<file path="src/design/cascaded_biquad_bandpass_defines.svh">
// Assertion helpers for the filter modules, included by the section module.
`ifndef CASCADED_BIQUAD_BANDPASS_DEFINES_SVH
`define CASCADED_BIQUAD_BANDPASS_DEFINES_SVH

// General form: named concurrent check on a given clock and active-low reset.
`define CBB_ASSERT(lbl, clk, rst_n, prop, msg) \
  lbl: assert property (@(posedge clk) disable iff (!rst_n) (prop)) else $error(msg);

// Shorthand for the usual clock and reset of this block.
`define CBB_CHECK(lbl, prop, msg) \
  `CBB_ASSERT(lbl, clk_i, rst_ni, prop, msg)

`endif

</file>
<file path="src/design/cbb_pkg.sv">
package cbb_pkg;

  localparam int STAGES      = 6;
  localparam int MAX_STAGES  = 6;
  localparam int SAMPLE_BITS = 24;
  localparam int DELAY_BITS  = 48;
  localparam int COEF_BITS   = 32;
  localparam int COEF_FRAC   = 30;
  localparam int GAIN_BITS   = 48;
  localparam int GAIN_FRAC   = 46;
  localparam int CFG_BITS    = 64;
  localparam int CFG_IDX_BITS = $clog2(MAX_STAGES + 1);

  // Guard bits below the sample range inside the signal word.
  localparam int SIG_SHIFT = (DELAY_BITS - SAMPLE_BITS - 8 > 0) ?
                             (DELAY_BITS - SAMPLE_BITS - 8) : 0;
  localparam int SIG_HALF  = DELAY_BITS / 2;
  localparam int GAIN_HALF = GAIN_BITS / 2;

  typedef logic signed [DELAY_BITS-1:0]  sig_t;
  typedef logic signed [COEF_BITS-1:0]   coef_t;
  typedef logic signed [GAIN_BITS-1:0]   gain_t;
  typedef logic signed [SAMPLE_BITS-1:0] sample_t;

  // Forward half of a link between neighbouring cells.
  typedef struct packed {
    logic valid;
    sig_t word;
  } link_t;

  // Register write as seen by one cell.
  typedef struct packed {
    logic                we;
    logic [CFG_BITS-1:0] data;
  } cfg_wr_t;

  localparam sig_t  SIG_MAX  = {1'b0, {(DELAY_BITS-1){1'b1}}};
  localparam sig_t  SIG_MIN  = {1'b1, {(DELAY_BITS-1){1'b0}}};
  localparam gain_t GAIN_ONE = gain_t'(64'd1 << GAIN_FRAC);

  function automatic sig_t sat_add(sig_t a, sig_t b);
    logic [DELAY_BITS:0] s;
    s = {a[DELAY_BITS-1], a} + {b[DELAY_BITS-1], b};
    if (s[DELAY_BITS] != s[DELAY_BITS-1]) begin
      return s[DELAY_BITS] ? SIG_MIN : SIG_MAX;
    end
    return s[DELAY_BITS-1:0];
  endfunction

  function automatic sig_t sat_sub(sig_t a, sig_t b);
    logic [DELAY_BITS:0] s;
    s = {a[DELAY_BITS-1], a} - {b[DELAY_BITS-1], b};
    if (s[DELAY_BITS] != s[DELAY_BITS-1]) begin
      return s[DELAY_BITS] ? SIG_MIN : SIG_MAX;
    end
    return s[DELAY_BITS-1:0];
  endfunction

endpackage

</file>
<file path="src/design/cbb_scale.sv">
module cbb_scale (
  input  logic             clk_i,
  input  logic             rst_ni,
  input  cbb_pkg::cfg_wr_t cfg_i,
  input  cbb_pkg::link_t   in_i,
  output logic             in_ready_o,
  output cbb_pkg::link_t   out_o,
  input  logic             out_ready_i
);
  import cbb_pkg::*;

  localparam int YOP_W  = SIG_HALF + 1;
  localparam int GOP_W  = GAIN_HALF + 1;
  localparam int PROD_W = YOP_W + GOP_W;
  localparam int ACC_W  = DELAY_BITS + GAIN_BITS + 1;
  localparam int RND_W  = ACC_W - GAIN_FRAC;
  localparam logic signed [ACC_W-1:0] RND_HALF = ACC_W'(1) << (GAIN_FRAC - 1);

  typedef enum logic [6:0] {
    S_IDLE = 7'h01,
    S_LL   = 7'h02,
    S_LH   = 7'h04,
    S_HL   = 7'h08,
    S_HH   = 7'h10,
    S_SUM  = 7'h20,
    S_RND  = 7'h40
  } scl_state_e;

  scl_state_e state_q, state_d;
  gain_t gain_q;
  sig_t  y_q, out_q;
  logic  out_valid_q;
  logic  fire;

  logic signed [YOP_W-1:0]  ylo, yhi;
  logic signed [GOP_W-1:0]  glo, ghi;
  logic signed [YOP_W-1:0]  mul_a;
  logic signed [GOP_W-1:0]  mul_b;
  logic signed [PROD_W-1:0] prod_w, prod_q;
  logic signed [ACC_W-1:0]  acc_q;

  function automatic sig_t gain_round(logic signed [ACC_W-1:0] p);
    logic signed [ACC_W-1:0] r;
    logic signed [RND_W-1:0] q;
    r = p + RND_HALF - ACC_W'(p[ACC_W-1]);
    q = RND_W'(r >>> GAIN_FRAC);
    if ((|q[RND_W-1:DELAY_BITS-1]) && !(&q[RND_W-1:DELAY_BITS-1])) begin
      return q[RND_W-1] ? SIG_MIN : SIG_MAX;
    end
    return q[DELAY_BITS-1:0];
  endfunction

  assign ylo = YOP_W'({1'b0, y_q[SIG_HALF-1:0]});
  assign yhi = YOP_W'(signed'(y_q[DELAY_BITS-1:SIG_HALF]));
  assign glo = GOP_W'({1'b0, gain_q[GAIN_HALF-1:0]});
  assign ghi = GOP_W'(signed'(gain_q[GAIN_BITS-1:GAIN_HALF]));

  assign fire = (state_q == S_RND) && (!out_valid_q || out_ready_i);

  always_comb begin
    mul_a = ylo;
    mul_b = glo;
    case (state_q)
      S_LH: mul_b = ghi;
      S_HL: mul_a = yhi;
      S_HH: begin
        mul_a = yhi;
        mul_b = ghi;
      end
      default: ;
    endcase
  end

  assign prod_w = mul_a * mul_b;

  always_comb begin
    state_d = state_q;
    case (state_q)
      S_IDLE: if (in_i.valid) state_d = S_LL;
      S_LL:   state_d = S_LH;
      S_LH:   state_d = S_HL;
      S_HL:   state_d = S_HH;
      S_HH:   state_d = S_SUM;
      S_SUM:  state_d = S_RND;
      S_RND:  if (fire) state_d = S_IDLE;
      default: state_d = S_IDLE;
    endcase
  end

  always_ff @(posedge clk_i or negedge rst_ni) begin
    if (!rst_ni) begin
      state_q     <= S_IDLE;
      out_valid_q <= 1'b0;
      gain_q      <= GAIN_ONE;
    end else begin
      state_q <= state_d;
      if (fire) begin
        out_valid_q <= 1'b1;
      end else if (out_ready_i) begin
        out_valid_q <= 1'b0;
      end
      if (cfg_i.we) begin
        gain_q <= cfg_i.data[GAIN_BITS-1:0];
      end
    end
  end

  // Four partial products, each shifted to its weight as it is added in.
  always_ff @(posedge clk_i) begin
    prod_q <= prod_w;
    case (state_q)
      S_IDLE: if (in_i.valid) y_q <= in_i.word;
      S_LH:   acc_q <= ACC_W'(prod_q);
      S_HL:   acc_q <= acc_q + (ACC_W'(prod_q) <<< GAIN_HALF);
      S_HH:   acc_q <= acc_q + (ACC_W'(prod_q) <<< SIG_HALF);
      S_SUM:  acc_q <= acc_q + (ACC_W'(prod_q) <<< (SIG_HALF + GAIN_HALF));
      S_RND:  if (fire) out_q <= gain_round(acc_q);
      default: ;
    endcase
  end

  assign in_ready_o  = (state_q == S_IDLE);
  assign out_o.valid = out_valid_q;
  assign out_o.word  = out_q;

endmodule

</file>
<file path="config.mk">
export PLATFORM = sky130hd
export DESIGN_NAME = cbb_scale
export DESIGN_NICKNAME = d
export VERILOG_FILES = /design/src/design/cascaded_biquad_bandpass_defines.svh /design/src/design/cbb_pkg.sv /design/src/design/cbb_scale.sv
export SDC_FILE = /design/constraint.sdc
export NUM_CORES = 2
export LEC_CHECK = 0
export BUFFER_PORTS_ARGS = -buffer_cell sky130_fd_sc_hd__buf_2
export CELL_PAD_IN_SITES_DETAIL_PLACEMENT = 0
export CELL_PAD_IN_SITES_GLOBAL_PLACEMENT = 2
export CORE_ASPECT_RATIO = 1.4
export CORE_MARGIN = 3
export CORE_UTILIZATION = 41
export CTS_CLUSTER_SIZE = 16
export DETAILED_ROUTE_END_ITERATION = 10
export GPL_TIMING_DRIVEN = 0
export PLACE_DENSITY = 0.9
export SYNTH_ARGS = -nofsm -noshare
export SYNTH_HDL_FRONTEND = slang
export SYNTH_SLANG_ARGS = --single-unit
</file>
<file path="constraint.sdc">
create_clock -name clk_i -period 11.1 [get_ports clk_i]
set_input_delay 3.33 -clock clk_i [delete_from_list [all_inputs] [get_ports clk_i]]
set_output_delay 3.33 -clock clk_i [all_outputs]
set_load 0.03 [all_outputs]
</file>
### Word level (Yosys, flattened, before mapping)

Index checks and enable logic that the tools add are counted.
W data, S select, Z words.

| word-level totals | value |
|---|---|
| register bits | 299 |
| bits of input ports | 117 |

| cells by class | value |
|---|---|
| multiply operators | 1 |
| multiplexer cells | 14 |
| add/sub/neg operators | 4 |
| eq/ne operators | 9 |
| reduce and logical (&&, ||, !) cells | 14 |

Operators by type and width:

| cell | number |
|---|---|
| $pmux W97 S3 | 1 |
| $mux W48 | 3 |
| $add A97 B46 Y97 const B | 1 |
| $add A97 B74 Y97 | 1 |
| $add A97 B97 Y97 | 1 |
| $sub A97 B1 Y97 | 1 |
| $mul A25 B25 Y50 | 1 |
| $mux W25 | 2 |
| $pmux W7 S7 | 1 |
| $mux W7 | 2 |
| $eq A7 B1 Y1 const B | 1 |
| $eq A7 B2 Y1 const B | 1 |
| $eq A7 B3 Y1 const B | 1 |
| $eq A7 B4 Y1 const B | 1 |
| $eq A7 B5 Y1 const B | 1 |
| $eq A7 B6 Y1 const B | 1 |
| $eq A7 B7 Y1 const B | 1 |
| $reduce_and A2 Y1 | 3 |
| $mux W1 | 5 |
| $ne A2 B2 Y1 const B | 2 |
| $reduce_and A4 Y1 | 1 |
| $reduce_or A2 Y1 | 2 |
| $reduce_or A4 Y1 | 1 |
| $reduce_bool A3 Y1 | 1 |
| other kinds (4) | 6 |

### Depth between registers and ports, before layout

| logic depth | value |
|---|---|
| depth after elaboration | 9 |
| mapped depth | 36 |
| gate-level depth less buffers | 34 |

### Worst setup path before layout

OpenSTA, ideal clock, no wires.

| timing | value |
|---|---|
| path type | register -> register |
| from | register state_q[3] |
| to | register prod_q[49] |
| arrival time | 9.030 ns |
| setup slack | 1.944 ns |
| path buffers | 3 |
| setup time | 0.125 ns |
| period minus slack after synthesis | 9.156 ns |
| stages on the path, launching flop included | 35 |
| cell sequence | dfrtp_1 -> or3_1 -> nor3_1 -> nand3b_1 -> inv_1 -> nor2_1 -> buf_1 -> buf_1 -> mux2i_1 -> clkbuf_1 -> nor2_1 -> fa_1 -> fa_1 -> inv_1 -> fa_1 -> inv_1 -> fa_1 -> fa_1 -> fa_1 -> inv_1 -> fa_1 -> inv_1 -> ha_1 -> a21o_1 -> a21o_1 -> a21o_1 -> a21o_1 -> a21oi_1 -> o21ai_0 -> a221o_1 -> a21o_1 -> a21oi_1 -> o21a_1 -> o31ai_1 -> xnor2_1 |

| between the ends | value |
|---|---|
| longest elaborated chain between the ends | 4 |
| elaborated cells on any way between the ends | 8 |

RTL lines:

| element | line | RTL |
|---|---|---|
| start, declared | cbb_scale.sv:29 | `scl_state_e state_q, state_d;` |
| start signal, assigned | cbb_scale.sv:96 | `state_q <= state_d;` |
| $eq A7 B5 Y1 (tied with other cells) | cbb_scale.sv:63 | `case (state_q)` |
| $reduce_or A2 Y1 (no source line) | -- |  |
| $mux W25 | cbb_scale.sv:63 |  |
| $mul A25 B25 Y50 * | cbb_scale.sv:74 | `assign prod_w = mul_a * mul_b;` |
| net prod_w[49] | cbb_scale.sv:39 | `logic signed [PROD_W-1:0] prod_w, prod_q;` |
| end signal, assigned | cbb_scale.sv:110 | `prod_q <= prod_w;` |
| end, declared | cbb_scale.sv:39 |  |

Mark *: on every way through the listed nets, which the timed path passes. The rest lies on a longest branch.
A chain may end at the register's enable or synchronous reset.

### Worst setup path in the final report

| timing | value |
|---|---|
| from | register state_q[0] |
| to | register prod_q[47] |

The elaborated chain is that of the path after synthesis.

==> flow_summary_export.csv <==
group,metric,value,unit
outcome,outcome,"finished with violations",
outcome,failed_checks,"max-capacitance violations, max-slew violations",
global_route,use_met3,3.219,%
timing,hold_viol,0,
setup_path,cp_max_fo,10,
timing,fin_crit,10.75,ns
placement,io_buffers,149,
logic_synthesis,avgSynthCellArea,9.083,um2
route,wl_per_cell,24.22,um
global_route,busiest_layer,"met2",
setup_path,path_buf_inv,7,
die,io_pins,167,
die,die-area,0.1144,mm2
logic_synthesis,ys_warn_count,0,
route,drtPass1Iterations,7,
timing,drv_slew,1,
global_route,antenna_found_initial,1,
logic_synthesis,synth_common_cells,"inv_1 (791), fa_1 (660), nand2_1 (556)",
cts,clk_pin_slew_worst_paths,0.07,ns
route,drt-initial-drc-count,2419,
timing,setup_viol,0,
cts,cts-root-buf,"clkbuf_16",
route,drc_errors,0,
logic_synthesis,seq_area_frac_synth,18.13,%
setup_path,reg2reg_slack,0.35,ns
hold_path,hold_path_class,"flop to flop",
timing,clock_skew,0.04672,ns
cells_and_area,area_growth,8.871,%
logic_synthesis,ys.flop_type,"edfxtp_1",
setup_path,worstPathArrival,11.25,ns
setup_path,max_stage_delay,0.95,ns
setup_path,crit_required,11.60,ns
route,vias_per_cell,5.527,
cells_and_area,post-route-util,45.19,%
logic_synthesis,synth_most_common_cell,"inv_1",
cells_and_area,fillers,10794,
timing,rsz0062_at_grt,"false",
die,rows,143,
setup_path,cp_common_cell,"fa_1",
timing,worstMarginPinSlew,1.483,ns
logic_synthesis,synth_edf_count,193,
global_route,grt_overflow_total,0,
die,die_h,399,um
global_route,track_usage,28.36,%
setup_path,end_kind,"flop",
cts,numCtsBuffers,34,
cts,clock_sinks,299,
timing,timing.slew.headroom,-1.671,%
logic_synthesis,netlist.area_leader.share,29.21,%
cts,clk_latency,0.59,ns
logic_synthesis,synthCells,4980,
timing,max_freq,0.09300,GHz
logic_synthesis,synth_cell_types,91,
route,postRouteAntennaNets,0,
job,maxCapViolations,2,
logic_synthesis,synthesis.area,0.04523,mm2
die,core_area,0.1090,mm2
cells_and_area,final_cells,6658,
global_route,grt_start_max_net_pins,57,
die,die_w,286.7,um
logic_synthesis,synth.area.top_cells,"fa_1 (29%), edfxtp_1 (13%), ha_1 (9.8%)",
logic_synthesis,async_flop_share,18.73,%
route,vias,36797,
logic_synthesis,ys_seq_elements,299,
cts,h-tree-depth,2,
placement,dp_hpwl,136000,um
logic_synthesis,yosys.area.top_type,"fa_1",
placement,gp_congestion,1.009,
cts,cts_tree,"yes",
global_route,met1_usage,32.75,%
timing,finalSetupTns,0,ns
cells_and_area,layout.nets,6314,
setup_path,cp-start-kind,"flop",
cells_and_area,drive_above_1_share,7.932,%
logic_synthesis,synth_nets,6113,
cts,cts_buffer_depth,3,
die,start_util,41.51,%
global_route,grt_pass1_wl,240400,um
setup_path,crit_type,"flop to flop",
route,wirelength,161300,um
placement,dp.cells,6593,
setup_path,critPathSlowestCell,"mux2i_1",
timing,finalCritPeriodShare,96.87,%
global_route,grtUsageMet2,49.21,%
setup_path,cp_top_family,"adder cells",
global_route,first_global_vias,38501,
[layer usage]
metal | vias up | wire length, um
li1 | 16861 | -
met3 | 420 | 8486
met1 | 18237 | 61020
met2 | 1279 | 77570
met4 | 0 | 14180
met5 | - | 0
[final cells by class]
cell class / count / area, um2 / area share (%)
multi-input cells: 3679 / 33290 / 67.61
flip-flops and latches: 299 / 8200 / 16.65
inverters: 791 / 2973 / 6.037
well taps: 1450 / 1814 / 3.684
repair buffers: 164 / 947.2 / 1.923
clock buffers: 41 / 908.4 / 1.845
plain buffers: 211 / 882.1 / 1.791
clock inverters: 21 / 219.0 / 0.4446
repair inverters: 1 / 5.005 / 0.01016
diodes: 1 / 2.502 / 0.005082
[flip-flops by register name (all words and copies together), names as in the netlist]
| name | flops |
|---|---|
| acc_q | 97 |
| state_q | 7 |
| out_q | 48 |
| gain_q | 48 |
| y_q | 48 |
| prod_q | 50 |
| out_valid_q | 1 |
[cell usage in the layout (no fill, tap or decap), types with 16 or more instances in the layout]
cell,synthesis,layout
inv_1,791,790
fa_1,660,659
nand2_1,556,555
nor2_1,433,432
ha_1,356,356
a21oi_1,270,267
edfxtp_1,193,193
clkbuf_1,186,183
o21ai_0,178,178
buf_2,5,155
a21o_1,144,144
xnor2_1,121,121
xor2_1,99,99
mux2_2,68,68
nand4_1,61,61
nand3_1,57,57
dfrtp_1,54,54
and3_1,50,50
dfxtp_1,50,50
o21bai_1,46,46
a21oi_2,41,43
a31oi_1,43,43
o221ai_1,42,42
nor3_1,41,41
nand2b_1,35,35
clkbuf_16,0,35
nor2b_1,32,32
and2_1,33,32
mux2i_1,43,27
o21a_1,25,25
a211oi_1,18,18
mux2i_2,0,16
o211ai_1,16,16
[what timing repair did]
item,CTS,global route
gates cloned,0,1
setup endpoints to repair,14,14
buffers inserted,0,1
hold buffers,0,0
gates resized for setup,7,21
hold endpoints to repair,0,0
[cells by family after synthesis]
group	count (synthesis)	synth area share [%]
and+or+nand+nor	1368	13.36
adders and majority gates	1016	39.06
buffers and inverters	1002	8.470
AOI/OAI and AO/OA	964	14.08
DFF	299	18.13
xor gates and xnor gates	220	4.260
muxes	111	2.644
[stage by stage]
stage	cell area (um2)	hold WS (ns)	setup WS [ns]
after CTS	49190	0.5038	0.03719
after detailed placement	48050	0.4903	-0.6285
after floorplan	45230	0.4684	1.944
final	49240	0.4990	0.3475
after global placement	47790	0.4840	-1.023
after global routing	49240	0.5150	0.02022
[worst paths after layout]
| path | start | end | depth (start not counted) |
|---|---|---|---|
| worst max-delay path | state_q[0] | prod_q[47] | 30 |
| worst min-delay path | gain_q[47] | gain_q[47] | 1 |
| worst max register to register | state_q[0] | prod_q[47] | 30 |
| worst min register to register | gain_q[47] | gain_q[47] | 1 |
| max in group asynchronous | rst_ni | gain_q[4] | 1 |
| min in group asynchronous | rst_ni | gain_q[20] | 1 |
Power is left out: the tool's default activity adds up to more than one toggle a clock period on the data nets, which glitch-free logic cannot reach.
