$ cat src/design/cascaded_biquad_bandpass_defines.svh
// Assertion helpers for the filter modules, included by the section module.
`ifndef CASCADED_BIQUAD_BANDPASS_DEFINES_SVH
`define CASCADED_BIQUAD_BANDPASS_DEFINES_SVH

// General form: named concurrent check on a given clock and active-low reset.
`define CBB_ASSERT(lbl, clk, rst_n, prop, msg) \
  lbl: assert property (@(posedge clk) disable iff (!rst_n) (prop)) else $error(msg);

// Shorthand for the usual clock and reset of this block.
`define CBB_CHECK(lbl, prop, msg) \
  `CBB_ASSERT(lbl, clk_i, rst_ni, prop, msg)

`endif

$ cat src/design/cbb_pkg.sv
package cbb_pkg;

  localparam int STAGES      = 6;
  localparam int MAX_STAGES  = 6;
  localparam int SAMPLE_BITS = 24;
  localparam int DELAY_BITS  = 48;
  localparam int COEF_BITS   = 32;
  localparam int COEF_FRAC   = 30;
  localparam int GAIN_BITS   = 48;
  localparam int GAIN_FRAC   = 46;
  localparam int CFG_BITS    = 64;
  localparam int CFG_IDX_BITS = $clog2(MAX_STAGES + 1);

  // Guard bits below the sample range inside the signal word.
  localparam int SIG_SHIFT = (DELAY_BITS - SAMPLE_BITS - 8 > 0) ?
                             (DELAY_BITS - SAMPLE_BITS - 8) : 0;
  localparam int SIG_HALF  = DELAY_BITS / 2;
  localparam int GAIN_HALF = GAIN_BITS / 2;

  typedef logic signed [DELAY_BITS-1:0]  sig_t;
  typedef logic signed [COEF_BITS-1:0]   coef_t;
  typedef logic signed [GAIN_BITS-1:0]   gain_t;
  typedef logic signed [SAMPLE_BITS-1:0] sample_t;

  // Forward half of a link between neighbouring cells.
  typedef struct packed {
    logic valid;
    sig_t word;
  } link_t;

  // Register write as seen by one cell.
  typedef struct packed {
    logic                we;
    logic [CFG_BITS-1:0] data;
  } cfg_wr_t;

  localparam sig_t  SIG_MAX  = {1'b0, {(DELAY_BITS-1){1'b1}}};
  localparam sig_t  SIG_MIN  = {1'b1, {(DELAY_BITS-1){1'b0}}};
  localparam gain_t GAIN_ONE = gain_t'(64'd1 << GAIN_FRAC);

  function automatic sig_t sat_add(sig_t a, sig_t b);
    logic [DELAY_BITS:0] s;
    s = {a[DELAY_BITS-1], a} + {b[DELAY_BITS-1], b};
    if (s[DELAY_BITS] != s[DELAY_BITS-1]) begin
      return s[DELAY_BITS] ? SIG_MIN : SIG_MAX;
    end
    return s[DELAY_BITS-1:0];
  endfunction

  function automatic sig_t sat_sub(sig_t a, sig_t b);
    logic [DELAY_BITS:0] s;
    s = {a[DELAY_BITS-1], a} - {b[DELAY_BITS-1], b};
    if (s[DELAY_BITS] != s[DELAY_BITS-1]) begin
      return s[DELAY_BITS] ? SIG_MIN : SIG_MAX;
    end
    return s[DELAY_BITS-1:0];
  endfunction

endpackage

$ cat src/design/cbb_section.sv
`include "cascaded_biquad_bandpass_defines.svh"

module cbb_section (
  input  logic             clk_i,
  input  logic             rst_ni,
  input  logic             odd_i,
  input  cbb_pkg::cfg_wr_t cfg_i,
  input  cbb_pkg::link_t   in_i,
  output logic             in_ready_o,
  output cbb_pkg::link_t   out_o,
  input  logic             out_ready_i
);
  import cbb_pkg::*;

  localparam int OP_W   = SIG_HALF + 1;
  localparam int PROD_W = OP_W + COEF_BITS;
  localparam int ACC_W  = DELAY_BITS + COEF_BITS + 1;
  localparam int RND_W  = ACC_W - COEF_FRAC;
  localparam logic signed [ACC_W-1:0] RND_HALF = ACC_W'(1) << (COEF_FRAC - 1);

  typedef enum logic [11:0] {
    S_IDLE = 12'h001,
    S_M1L  = 12'h002,
    S_M1H  = 12'h004,
    S_A1   = 12'h008,
    S_R1   = 12'h010,
    S_M2H  = 12'h020,
    S_A2   = 12'h040,
    S_R2   = 12'h080,
    S_W2   = 12'h100,
    S_Y1   = 12'h200,
    S_Y2   = 12'h400,
    S_Y3   = 12'h800
  } sec_state_e;

  sec_state_e state_q, state_d;
  sig_t  x_q, w_q, y_q, t_q, out_q;
  sig_t  d1_q, d2_q;
  coef_t a1_q, a2_q;
  logic  out_valid_q;
  logic  fire;

  logic signed [OP_W-1:0]      mul_a;
  coef_t                       mul_b;
  logic signed [PROD_W-1:0]    prod_w, prod_q;
  logic signed [ACC_W-1:0]     acc_q;

  // Round half away from zero, then saturate to the signal word.
  function automatic sig_t fb_round(logic signed [ACC_W-1:0] p);
    logic signed [ACC_W-1:0] r;
    logic signed [RND_W-1:0] q;
    r = p + RND_HALF - ACC_W'(p[ACC_W-1]);
    q = RND_W'(r >>> COEF_FRAC);
    if ((|q[RND_W-1:DELAY_BITS-1]) && !(&q[RND_W-1:DELAY_BITS-1])) begin
      return q[RND_W-1] ? SIG_MIN : SIG_MAX;
    end
    return q[DELAY_BITS-1:0];
  endfunction

  assign fire = (state_q == S_Y3) && (!out_valid_q || out_ready_i);

  // Each delay word is split in halves so one narrow multiplier serves both products.
  always_comb begin
    mul_a = '0;
    mul_b = a1_q;
    case (state_q)
      S_M1L: mul_a = OP_W'({1'b0, d1_q[SIG_HALF-1:0]});
      S_M1H: mul_a = OP_W'(signed'(d1_q[DELAY_BITS-1:SIG_HALF]));
      S_R1: begin
        mul_a = OP_W'({1'b0, d2_q[SIG_HALF-1:0]});
        mul_b = a2_q;
      end
      S_M2H: begin
        mul_a = OP_W'(signed'(d2_q[DELAY_BITS-1:SIG_HALF]));
        mul_b = a2_q;
      end
      default: ;
    endcase
  end

  assign prod_w = mul_a * mul_b;

  always_comb begin
    state_d = state_q;
    case (state_q)
      S_IDLE: if (in_i.valid) state_d = S_M1L;
      S_M1L:  state_d = S_M1H;
      S_M1H:  state_d = S_A1;
      S_A1:   state_d = S_R1;
      S_R1:   state_d = S_M2H;
      S_M2H:  state_d = S_A2;
      S_A2:   state_d = S_R2;
      S_R2:   state_d = S_W2;
      S_W2:   state_d = S_Y1;
      S_Y1:   state_d = S_Y2;
      S_Y2:   state_d = S_Y3;
      S_Y3:   if (fire) state_d = S_IDLE;
      default: state_d = S_IDLE;
    endcase
  end

  always_ff @(posedge clk_i or negedge rst_ni) begin
    if (!rst_ni) begin
      state_q     <= S_IDLE;
      out_valid_q <= 1'b0;
      d1_q        <= '0;
      d2_q        <= '0;
      a1_q        <= '0;
      a2_q        <= '0;
    end else begin
      state_q <= state_d;
      if (fire) begin
        out_valid_q <= 1'b1;
      end else if (out_ready_i) begin
        out_valid_q <= 1'b0;
      end
      if (fire) begin
        d2_q <= d1_q;
        d1_q <= w_q;
      end
      if (cfg_i.we) begin
        a1_q <= cfg_i.data[CFG_BITS-1:COEF_BITS];
        a2_q <= cfg_i.data[COEF_BITS-1:0];
      end
    end
  end

  // The feedback products are accumulated negated, so the rounding sees -a*d directly.
  always_ff @(posedge clk_i) begin
    prod_q <= prod_w;
    case (state_q)
      S_IDLE: if (in_i.valid) x_q <= in_i.word;
      S_M1H:  acc_q <= -ACC_W'(prod_q);
      S_A1:   acc_q <= acc_q - (ACC_W'(prod_q) <<< SIG_HALF);
      S_R1:   t_q <= fb_round(acc_q);
      S_M2H: begin
        w_q   <= sat_add(x_q, t_q);
        acc_q <= -ACC_W'(prod_q);
      end
      S_A2:   acc_q <= acc_q - (ACC_W'(prod_q) <<< SIG_HALF);
      S_R2:   t_q <= fb_round(acc_q);
      S_W2:   w_q <= sat_add(w_q, t_q);
      S_Y1:   y_q <= odd_i ? sat_sub(w_q, d1_q) : sat_add(w_q, d1_q);
      S_Y2:   y_q <= odd_i ? sat_sub(y_q, d1_q) : sat_add(y_q, d1_q);
      S_Y3:   if (fire) out_q <= sat_add(y_q, d2_q);
      default: ;
    endcase
  end

  assign in_ready_o  = (state_q == S_IDLE);
  assign out_o.valid = out_valid_q;
  assign out_o.word  = out_q;

  `CBB_CHECK(a_delay_hold, !fire |=> $stable(d1_q) && $stable(d2_q), "delay words moved outside the final step")
  `CBB_CHECK(a_finish_idle, fire |=> (state_q == S_IDLE) && out_valid_q, "section did not hand its word on")
  `CBB_CHECK(a_one_word, (in_i.valid && in_ready_o) |=> !in_ready_o, "section took a second word while busy")

endmodule

$ cat config.mk
export PLATFORM = sky130hd
export DESIGN_NAME = cbb_section
export DESIGN_NICKNAME = d
export VERILOG_FILES = /design/src/design/cbb_pkg.sv /design/src/design/cbb_section.sv
export VERILOG_INCLUDE_DIRS = /design/src /design/src/design
export SDC_FILE = /design/constraint.sdc
export NUM_CORES = 2
export LEC_CHECK = 0
export BUFFER_PORTS_ARGS = -buffer_cell sky130_fd_sc_hd__buf_2
export CORE_MARGIN = 2
export CORE_UTILIZATION = 60
export DETAILED_ROUTE_END_ITERATION = 6
export PLACE_DENSITY = 0.77
export SLEW_MARGIN = 10
export SYNTH_ARGS = -nofsm -noshare
export SYNTH_HDL_FRONTEND = slang
export SYNTH_SLANG_ARGS = --single-unit
$ cat constraint.sdc
create_clock -name clk_i -period 14.9 [get_ports clk_i]
set_input_delay 2.98 -clock clk_i [delete_from_list [all_inputs] [get_ports clk_i]]
set_output_delay 2.98 -clock clk_i [all_outputs]
set_load 0.005 [all_outputs]
Yosys cells after proc, flatten, opt, wreduce, memory -nomap -nowiden
Index checks and enable logic that the tools add are counted.
Widths: inputs -> output; s select.
{ "op_classes": {"addsub": 11, "mul": 1, "n_eq_ne": 21, "mux": 56, "n_reduce_logical": 18} }
{ "op_table": {"columns": ["cell", "count"], "rows": [
  ["$mux 48", 27],
  ["$pmux 48 s2", 3],
  ["$add 48x48->49", 5],
  ["$pmux 81 s2", 1],
  ["$pmux 12 s12", 1],
  ["$pmux 25 s4", 1],
  ["$sub 48x48->49", 2],
  ["$add 81x30->81 const B", 1],
  ["$neg 57->81", 1],
  ["$sub 81x1->81", 1],
  ["$sub 81x81->81", 1],
  ["$mul 25x32->57", 1],
  ["$mux 32", 1],
  ["$mux 12", 2],
  ["$mux 1", 20],
  ["$eq 12x1->1 const B", 1],
  ["$eq 12x10->1 const B", 1],
  ["$eq 12x11->1 const B", 1],
  ["$eq 12x12->1 const B", 1],
  ["$eq 12x2->1 const B", 1],
  ["$eq 12x3->1 const B", 1],
  ["$eq 12x4->1 const B", 1],
  ["$eq 12x5->1 const B", 1],
  ["$eq 12x6->1 const B", 1],
  ["other kinds (13)", 30]
]} }
{ "word_totals": {"reg_bits": 551, "input_bits": 118} }

Depth between registers and ports, before layout
{ "depth": {"ltp_word": 9, "mapped_depth": 38, "mapped_depth_nobuf": 34} }

Worst setup path after synthesis
No wires, ideal clock.
{ "synth_timing": {"kind": "reg2reg", "start": "register state_q[0]", "end": "register prod_q[55]", "setup_ns": 0.124, "arrival_ns": 8.943, "t_required_ns": 14.776, "setup_slack_ns": 5.833, "path_stages_with_launch": 37, "path_buffers": 4, "synth_period_minus_slack_ns": 9.067, "cell_sequence": "dfstp_2 > nor2_1 > nand2_1 > nor2_1 > nand2_1 > nor3b_1 > clkbuf_1 > nor2_1 > clkbuf_1 > mux2i_1 > clkbuf_1 > nor2_1 > fa_1 > fa_1 > inv_1 > fa_1 > fa_1 > fa_1 > inv_1 > fa_1 > inv_1 > fa_1 > inv_1 > ha_1 > clkbuf_1 > and3_1 > nand3_1 > o21bai_1 > a311oi_1 > a21o_1 > o311a_1 > o31a_1 > o21ai_1 > a21bo_2 > a21o_1 > a311oi_1 > xnor2_1"} }
{ "synth_between": {"elab_chain_cells": 4, "word_cells_on_any_way": 8, "classes_between": "mul (1); eq/ne (4); mux (2); reduce/logical (1)"} }
{ "synth_rtl": {"columns": ["item", "line_no", "text"], "rows": [
  ["start: declaration", "cbb_section.sv:36", "sec_state_e state_q, state_d;"],
  ["start signal: assignment", "cbb_section.sv:111", "state_q <= state_d;"],
  ["$eq 12x6->1 / $eq 12x5->1 (equally long branches)", "cbb_section.sv:66", "case (state_q)"],
  ["$reduce_or 2->1 (no line)", null, null],
  ["$mux 32", "cbb_section.sv:66", null],
  ["$mul 25x32->57 *", "cbb_section.sv:81", "assign prod_w = mul_a * mul_b;"],
  ["via prod_w[55]", "cbb_section.sv:45", "logic signed [PROD_W-1:0] prod_w, prod_q;"],
  ["end signal: assignment", "cbb_section.sv:130", "prod_q <= prod_w;"],
  ["end: declaration", "cbb_section.sv:45", null]
]} }
Mark *: on every way through the listed nets, which the timed path passes. The rest lies on a longest branch.
A chain may end at the register's enable or synchronous reset.

Worst setup path after layout
Same ends and word-level chain as after synthesis.

==> reports/results.ini <==
[outcome]
status=complete, but fails checks
failed_checks=DRC

[placed_design]
io_buffer_count=167
hpwl_mm=225
routabilityCongestion=1.03

[power_and_ir_drop]
p_comb_share_pct=24.5
power_density_nw_per_um2=58.1
p_leak_nw=38.0
seq_power_share_pct=37.9
ir_drop_uv=85.9
total_power_mw=4.74
swShare_pct=34.5
pwr-share-clk_pct=37.6
p_int_mw=3.10
p_switching_mw=1.64

[worst_setup_path]
path_buf_inv=7
crit_path_max_fanout=37
endpoint_kind=flop
crit_path_frequent_cell=fa_1
worstSetupStartpointType=flop
worstPathRequired_ns=15.52
slowest_stage=mux2i_1
crit_family=adder cells
critPathMaxStageDelay_ns=1.10
cp_data_arrival_time_ns=11.37
path_class=reg -> reg

[sta]
tightest_slew_ns=1.37
finalSetupViolations=0
final_max_slew_viol_count=0
hold_violations=0
finalCriticalPeriod_ns=10.75
slew-limit-headroom_pct=6.76
period_share_pct=72.1
rsz0062_at_grt=no
finClkSkew_ns=0.0588
fmax_mhz=93.0
fin_setup_tns_ns=0

[clock_network]
clk_latency_ns=0.72
post_cts_resized=0
root_buffer=clkbuf_16
cts_made_buffers=69
holdBufCountCts=0
cts_tree=built
h-tree-depth=3
numClockSinks=551
clkTransAtPathRegs_ns=0.06
cts_buffer_depth=3
cts_setup_buffers=0

[synth]
syn_inst=8976
yosysTopAreaCellShare_pct=21.6
syn-num-nets=10500
ys.flop_type=edfxtp_1
yosys-top-cells-area=fa_1, edfxtp_1, ha_1, inv_1, dfrtp_1
synth_area_um2=76800
yosys_register_bits=551
yosysWarnings=0
synthArstFlopShare_pct=31.4
seq_area_frac_synth_pct=19.7
synth_cell_types=116
synth_area_leader_cell=fa_1
synth_edf_count=321
syn_avg_cell_area_um2=8.56

[grt]
grt_pass1_vias=68300
grt_pass1_wl_mm=424
antenna_found_initial=18
grt_remaining_overflow=0
grt_max_degree=100
grt_usage_pct=43.4

[finish]
final_nets=10500
area_delta_synth_final_pct=6.10
drive_above_1_share_pct=6.77
layout_commonest_cell=inv_1
most-common-layout-cells=inv_1, nand2_1, fa_1

[floorplanning]
core-area_um2=127000
dieArea_um2=131000
die_y_um=362
start_util_pct=60.3
rows=131
die_w_um=362
ios=168

[job]
drv_cap=0

[detailed_routing]
wirelength_mm=285
drc_errors=19
via_per_inst=6.47
wire_per_inst_um=26.8
dr_total_vias=68700
drtAntennaViolNets=0
dr.pass1.iters=7
drt_iter0_drc=7336

[min_path]
hold_class=reg -> reg

-- stage by stage --
step           cell area, um^2  hold WS [ns]  instances  utilization (%)  worst slack (ns)
2_1_floorplan            76800         0.452       8976                -              5.83
3_3_place_gp             79100         0.493      10500             62.1              4.60
3_5_place_dp             79100         0.500      10500             62.1              4.31
4_1_cts                  81400         0.497      10600             63.9              4.27
5_1_grt                  81500         0.510      10600             64.0              3.81
6_report                 81500         0.507      10600             64.0              4.15
-- logic make-up (layout without fill, tap and decap cells) --
| logic type | Yosys count | in the layout | share of synthesized area [%] |
|---|---|---|---|
| multiplexers | 133 | 133 | 1.89 |
| AO/OA/AOI/OAI | 2303 | 2303 | 18.6 |
| flip-flops | 551 | 551 | 19.7 |
| adder cells (fa/ha/maj) | 1460 | 1460 | 31.9 |
| other | 0 | 10 | 0 |
| XOR/XNOR | 504 | 504 | 5.76 |
| buffers and inverters | 1580 | 1555 | 7.85 |
| AND/OR/NAND/NOR | 2445 | 2445 | 14.4 |
-- power by group through the flow --
stage | Combinational (mW) | Clock (mW) | Sequential, mW
3_3_place_gp | 1.10 | 0 | 1.82
4_1_cts | 1.12 | 1.79 | 1.79
6_report | 1.16 | 1.78 | 1.79
5_1_grt | 1.24 | 1.84 | 1.80
3_5_place_dp | 1.11 | 0 | 1.82
2_1_floorplan | 0.755 | 0 | 1.79
-- metal layers --
metal,global-route usage [%],routed length [um],up-vias
li1,-,-,30200
met1,52.9,104000,33400
met2,65.9,124000,3912
met3,9.79,28100,1142
met4,35.5,28500,6
met5,0,137,-
-- area by class of cell --
cell class / count / area, um^2
fillers: 10900 / 45900
diodes: 10 / 25.0
inverters: 1164 / 4370
clock buffers: 91 / 1890
repair buffers: 264 / 1570
flip-flops and latches: 551 / 15100
multi-input cells: 6845 / 56000
clock inverters: 36 / 424
well taps: 1662 / 2080
-- Yosys cell counts, types with 114 or more instances --
library cell / instances
xor2_1: 129
xnor2_1: 374
nand2_1: 884
ha_1: 627
a21o_1: 227
edfxtp_1: 321
dfrtp_1: 172
clkbuf_1: 344
o21ai_0: 548
a21oi_1: 792
nand3_1: 167
inv_1: 1158
o21bai_1: 114
fa_1: 827
nor2_1: 782
-- worst register-to-register path: cells and delay by family (launching register included) --
family / cells / cell delay [ns]
flops: 1 / 0.56
buf+inv: 7 / 1.56
mux: 1 / 1.15
simple gates: 8 / 0.95
xor+xnor: 1 / 0.15
compound gates: 10 / 2.20
fa+ha+maj: 8 / 4.08
-- worst paths after layout --
path	start	end	slack, ns	cells past startpoint
max in group asynchronous	rst_ni	a1_q[4]	10.52	3
min reg2reg	state_q[3]	state_q[10]	0.51	1
min in group asynchronous	rst_ni	d2_q[9]	2.24	1
max	state_q[0]	prod_q[55]	4.15	35
max reg2reg	state_q[0]	prod_q[55]	4.15	35
min	state_q[3]	state_q[10]	0.51	1
-- registers in the layout, summed over array words and instances (netlist names) --
register / count
acc_q: 81
prod_q: 57
d1_q: 48
d2_q: 48
out_q: 48
t_q: 48
w_q: 48
x_q: 48
y_q: 48
a1_q: 32
a2_q: 32
state_q: 12
out_valid_q: 1
(Power assumes the default switching activity.)
